--- config.mk ---
export PLATFORM = sky130hd
export DESIGN_NAME = bb_cmd_fifo
export DESIGN_NICKNAME = d
export VERILOG_FILES = /design/src/sv/bb_pkg.sv /design/src/sv/bb_cmd_fifo.sv
export SDC_FILE = /design/constraint.sdc
export NUM_CORES = 1
export LEC_CHECK = 0
export ABC_AREA = 1
export BUFFER_PORTS_ARGS = -buffer_cell sky130_fd_sc_hd__buf_4
export CAP_MARGIN = 20
export CORE_MARGIN = 2
export CORE_UTILIZATION = 50
export CTS_CLUSTER_DIAMETER = 100
export DETAILED_ROUTE_END_ITERATION = 8
export PLACE_DENSITY = 0.71
export RECOVER_POWER = 100
export SETUP_SLACK_MARGIN = 0.4
export SYNTH_ARGS = -nofsm -noshare
export SYNTH_HDL_FRONTEND = slang
export SYNTH_SLANG_ARGS = --single-unit
--- constraint.sdc ---
create_clock -name clk -period 2.7 [get_ports clk]
set_input_delay 0.675 -clock clk [delete_from_list [all_inputs] [get_ports clk]]
set_output_delay 0.675 -clock clk [all_outputs]
set_load 0.02 [all_outputs]
--- src/sv/bb_pkg.sv ---
// ---------------------------------------------------------------------------
// bb_pkg
// Types, constants and helpers shared by the 3x3 box blur blocks.
// ---------------------------------------------------------------------------
`default_nettype none

package bb_pkg;

  localparam int CFG_W    = 11;       // frame size register width
  localparam int CFG_IX_W = 1;        // register index width
  localparam int ROW_W    = CFG_W + 1; // input row runs up to height + 1
  localparam int CH_W     = 8;
  localparam int PIX_W    = 3 * CH_W;
  localparam int SUM_W    = 12;       // 9 * 255 fits
  localparam int NUM_W    = SUM_W + 1; // 2 * sum + count
  localparam int CNT_W    = 4;        // 1, 2, 3, 4, 6 or 9 taps
  localparam int RECIP_W  = 24;
  localparam int RECIP_SH = 24;
  localparam int Q_DEPTH  = 4;        // command queue depth

  localparam logic [CFG_W-1:0]    DEFAULT_SIZE     = 11'd1024;
  localparam logic [CFG_IX_W-1:0] CFG_FRAME_WIDTH  = 1'b0;
  localparam logic [CFG_IX_W-1:0] CFG_FRAME_HEIGHT = 1'b1;

  // Which neighbor rows / columns lie inside the frame.
  typedef struct packed {
    logic row_up;
    logic row_dn;
    logic col_lf;
    logic col_rt;
  } mask_t;

  // One classified item handed from front to back.
  typedef struct packed {
    logic [PIX_W-1:0] pix;  // {red, green, blue}; zero for drain
    logic             emit; // item completes a result
    mask_t            mask;
    logic             last;
  } cmd_t;

  typedef struct packed {
    logic [CH_W-1:0] red;
    logic [CH_W-1:0] green;
    logic [CH_W-1:0] blue;
    logic            last;
  } res_t;

  // ceil(2^24 / (2 * count)); exact floor division for numerators below 2^13
  function automatic logic [RECIP_W-1:0] recip(input logic [CNT_W-1:0] cnt);
    logic [RECIP_W-1:0] m;
    unique case (cnt)
      4'd1:    m = 24'd8388608;
      4'd2:    m = 24'd4194304;
      4'd3:    m = 24'd2796203;
      4'd4:    m = 24'd2097152;
      4'd6:    m = 24'd1398102;
      4'd9:    m = 24'd932068;
      default: m = '0;
    endcase
    return m;
  endfunction

endpackage

`default_nettype wire

--- src/sv/bb_cmd_fifo.sv ---
// ---------------------------------------------------------------------------
// bb_cmd_fifo
// Short command queue between the classifying front and the filter back.
// ---------------------------------------------------------------------------
`default_nettype none

module bb_cmd_fifo
  import bb_pkg::*;
#(
  parameter int DW = 8
) (
  input  wire logic          clk,
  input  wire logic          rst_n,
  input  wire logic          push,
  input  wire logic [DW-1:0] din,
  output logic               full,
  input  wire logic          pop,
  output logic [DW-1:0]      dout,
  output logic               empty
);

  localparam int AW = $clog2(Q_DEPTH);

  logic [DW-1:0] mem_r [Q_DEPTH];
  logic [AW-1:0] wp_r, wp_nxt, rp_r, rp_nxt;
  logic [AW:0]   cnt_r, cnt_nxt;

  assign full  = (cnt_r == (AW+1)'(Q_DEPTH));
  assign empty = (cnt_r == '0);
  assign dout  = mem_r[rp_r];

  always_comb begin
    wp_nxt  = wp_r;
    rp_nxt  = rp_r;
    cnt_nxt = cnt_r;
    if (push) wp_nxt = wp_r + AW'(1);
    if (pop)  rp_nxt = rp_r + AW'(1);
    priority if (push && !pop) cnt_nxt = cnt_r + (AW+1)'(1);
    else if (pop && !push)     cnt_nxt = cnt_r - (AW+1)'(1);
    else                       cnt_nxt = cnt_r;
  end

  always_ff @(posedge clk) begin
    if (!rst_n) begin
      wp_r  <= '0;
      rp_r  <= '0;
      cnt_r <= '0;
    end else begin
      wp_r  <= wp_nxt;
      rp_r  <= rp_nxt;
      cnt_r <= cnt_nxt;
    end
  end

  always_ff @(posedge clk) begin
    if (push) mem_r[wp_r] <= din;
  end

  a_no_overflow: assert property (@(posedge clk) disable iff (!rst_n)
    !(push && full && !pop)) else $error("command queue overflow");

endmodule

`default_nettype wire

## Word level (Yosys, flattened, before mapping)

Memory sizes are Yosys's and may differ from the RTL's. A register that Yosys moved wholly into a read port is not among the register bits.
Index checks and enable logic that the tools add are counted.

| storage, ports and cells | value |
|---|---|
| bits in registers | 7 |
| memory bits (writable) | 32 |
| bits of input ports | 12 |
| memories kept | 1 |

Memory list:

| memory | words | width | rd ports | clocked after memory_dff | write ports | RTL line | source |
|---|---|---|---|---|---|---|---|
| mem_r | 4 | 8 | 1 | 1 | 1 | bb_cmd_fifo.sv:24 | `logic [DW-1:0] mem_r [Q_DEPTH];` |

| operators by class | value |
|---|---|
| add/sub/neg operators | 4 |
| equal/unequal tests | 1 |
| multiplexer cells | 6 |
| reductions and logical operators | 6 |

Operator list:

| cell | number |
|---|---|
| $mux 3 | 2 |
| $add 2x1->2 const B | 2 |
| $mux 2 | 2 |
| $add 3x1->3 const B | 1 |
| $eq 3x3->1 const B | 1 |
| $logic_not 3->1 | 1 |
| $sub 3x1->3 const B | 1 |
| $logic_and 1x1->1 | 2 |
| $logic_not 1->1 | 2 |
| $mux 1 | 2 |
| $reduce_bool 2->1 | 1 |

## Logic depth before layout (Yosys ltp)

| logic depth | value |
|---|---|
| word-level depth | 4 |
| mapped depth | 10 |
| mapped depth without buffers | 10 |

## Worst setup path after synthesis

OpenSTA, ideal clock, no wires.

| timing path | value |
|---|---|
| path kind | register -> output |
| from | register (tool-made name) |
| to | output dout[0] |
| arrival | 1,002 ps |
| required time | 2,025 ps |
| setup slack | 1,023 ps |
| stages on the path, launching flop included | 5 |
| path buffers | 1 |
| cells stage by stage | dfxtp_1 inv_2 buf_6 nor2_1 o22ai_1 |

RTL lines:

| element | RTL line | source |
|---|---|---|
| to (decl) | bb_cmd_fifo.sv:18 | `output logic [DW-1:0] dout,` |

==> impl_metrics.csv <==
group,metric,value,unit
placed_design,placedCellCount,198,
routing,post_drt_wl_per_cell,13.8,microns
finish,seq_area,1140,sq um
logic_synthesis,yosysTopAreaCellShare,0.586,
global_route,grt_pass1_wl,4620,microns
floorplan,start_util,0.533,
timing,rsz0062_at_grt,"false",
routing,drc,0,
finish,instances_no_fill,206,
cts,clkLatencyLatePin,0.34,ns
routing,final_antenna_net_count,0,
outcome,outcome,"completed",
routing,wl,2840,microns
pwr,power.density,696,nW/um^2
setup_path,crit_type,"register to primary output",
logic_synthesis,synth_cells,134,
cts,cts_max_path_buffers,2,
timing,fmax,447,MHz
pwr,peakVddDrop,369,uV
cts,cts_setup_buffers,0,
timing,drv_slew,0,
setup_path,max_stage_delay,0.40,ns
finish,multi_input_area,412,sq um
placed_design,portBuffers,21,
timing,min_period_over_period,0.829,
pwr,p_leak,0.708,nW
timing,min_period,2.24,ns
worst_hold_path,hold_class,"register to register",
floorplan,core-area,3080,sq um
timing,finClkSkew,0.00206,ns
global_route,grt_overflow,0,
routing,drtPass1Iterations,4,
cts,cts_sinks,41,
logic_synthesis,synth_edf_count,32,
logic_synthesis,syn-cell-area,1640,sq um
cts,cts_hold_buffers,0,
logic_synthesis,syn_area_per_cell,12.2,sq um
global_route,grt_pass1_vias,1001,
finish,syn_to_final_growth,13.6,%
floorplan,die_x,61.3,microns
floorplan,io_pins,22,
setup_path,cp_top_family,"buffers and inverters",
timing,worst_pin_slew,0.376,ns
logic_synthesis,async_flop_share,0,
timing,setup_viol,0,
setup_path,cp-start-kind,"register",
logic_synthesis,synth_ff_type,"edfxtp_1",
finish,n_fill_cell,270,
logic_synthesis,ys_seq_area_frac,0.696,
placed_design,hpwl,1950,microns
routing,drtIter0Drc,74,
logic_synthesis,yosys-top-cells-area,"edfxtp_1 59%, dfxtp_1 11%, o21ai_0 5.5%, nor2_1 4.1%, ha_1 3.8%",
finish,fin_nets,179,
cts,clk_pin_slew,0.11,ns
cts,cts-root-buf,"clkbuf_4",
timing,slew_headroom,0.749,
timing,final_hold_viol_count,0,
cts,cts_buffers,5,
global_route,grt_antenna_before_repair,0,
logic_synthesis,yosysWarnings,0,
floorplan,rows,20,
routing,vias,1045,
timing,fin_setup_tns,0,ns
floorplan,die_h,61.3,microns
placed_design,place.gp.congestion,0.692,
finish,layout-drive-gt1-share,0.123,
global_route,track_usage,0.179,
routing,via_per_inst,5.07,
setup_path,arrival,1.56,ns
global_route,grt_max_degree,17,
logic_synthesis,synth-seq-cells,41,
cts,h-tree-depth,2,
setup_path,cp-end-kind,"primary output",
finish,n_antenna_cell,0,
logic_synthesis,synth_nets,152,
setup_path,critical_path.max_fanout,16,
logic_synthesis,yosysMostFrequentCell,"edfxtp_1",
floorplan,die_area,3750,sq um
setup_path,crit_path_top_delay_cell,"dfxtp_4",
logic_synthesis,synth_area_leader_cell,"edfxtp_1",
setup_path,path_buf_inv,2,
flow_run,maxCapViolations,0,
cts,cts_tree,"built",
logic_synthesis,ys_types,18,
setup_path,crit_chain,"inv_2, o21ai_0, o22ai_1, clkbuf_1",
logic_synthesis,synthTopCellsByCount,"32 x edfxtp_1, 18 x nor2_1, 18 x o21ai_0",
setup_path,critPathRequiredTime,2.03,ns
==> repair_timing <==
action                                  in CTS  in global routing
endpoints found under the setup margin       6                  2
cloned                                       0                  0
pin swaps                                    0                  0
resized for setup                            1                  2
==> worst paths after layout <==
check                              start          end  slack, ns  depth (start not counted)
worst max-delay path            register      dout[6]       0.46                          4
worst min-delay path             rp_r[1]     register       0.46                          1
worst max register to register   wp_r[0]  mem_r[2][5]       1.42                          4
worst min register to register   rp_r[1]     register       0.46                          1
==> area by class of cell <==
class	count	area share
inverter	17	0.0343
tap	44	0.0296
clock inverter	1	0.0161
sequential	41	0.615
clock buffer	7	0.0296
timing repair buffer	22	0.0544
multi-input combinational	74	0.221
==> metal layers <==
layer  wire length [microns]  global-route usage  vias up
li1                        -                   -      526
met1                    1170               0.225      480
met2                    1440               0.280       35
met3                     198              0.0567        4
met4                      30              0.0901        0
met5                       0                   0        -
==> per-stage QoR <==
step | util | power [W] | setup WS, ns | area (sq um) | hold slack, ns
after floorplan | - | 0.000851 | 1.02 | 1640 | 0.412
after global placement | 0.597 | 0.000916 | 0.817 | 1840 | 0.427
after detailed placement | 0.597 | 0.000927 | 0.715 | 1840 | 0.446
after CTS | 0.625 | 0.00133 | 0.403 | 1920 | 0.463
after global routing | 0.605 | 0.00136 | 0.340 | 1860 | 0.480
final | 0.605 | 0.00130 | 0.462 | 1860 | 0.458
==> worst reg2reg max path, cell delays in order (launching register included) <==
cell and delay (ns):
dfxtp_1 0.35, inv_1 0.12, ha_1 0.15, nand2_1 0.05
inv_1 0.28
==> placed cells by master, fill, tap and decap left out, drive strengths merged <==
| master | count |
|---|---|
| edfxtp | 32 |
| a21oi | 4 |
| nor2 | 21 |
| fa | 1 |
| dfxtp | 9 |
| nand2 | 9 |
| o21ai | 22 |
| ha | 5 |
| nand4 | 1 |
| inv | 17 |
| buf | 5 |
| clkbuf | 24 |
| o22ai | 8 |
| nand3 | 1 |
| bufinv | 1 |
| nor3 | 2 |
==> cell families after synthesis <==
family	share of synthesized area
AND/OR/NAND/NOR	0.0863
AO/OA/AOI/OAI	0.115
flip-flops	0.696
adder cells (fa/ha/maj)	0.0504
buffers and inverters	0.0527
==> power by group <==
group	internal (W)	total [W]	switching [W]	leakage [nW]
clock	0.000221	0.000407	0.000186	0.0455
combinational	0.0000503	0.000155	0.000105	0.293
sequential	0.000714	0.000734	0.0000203	0.369
total	0.000985	0.00130	0.000311	0.708
==> state kept, by name (all words and copies together) (netlist names), named ones only <==
signal	flops
cnt_r	3
wp_r	2
rp_r	2
mem_r	32
(Power assumes the default switching activity.)
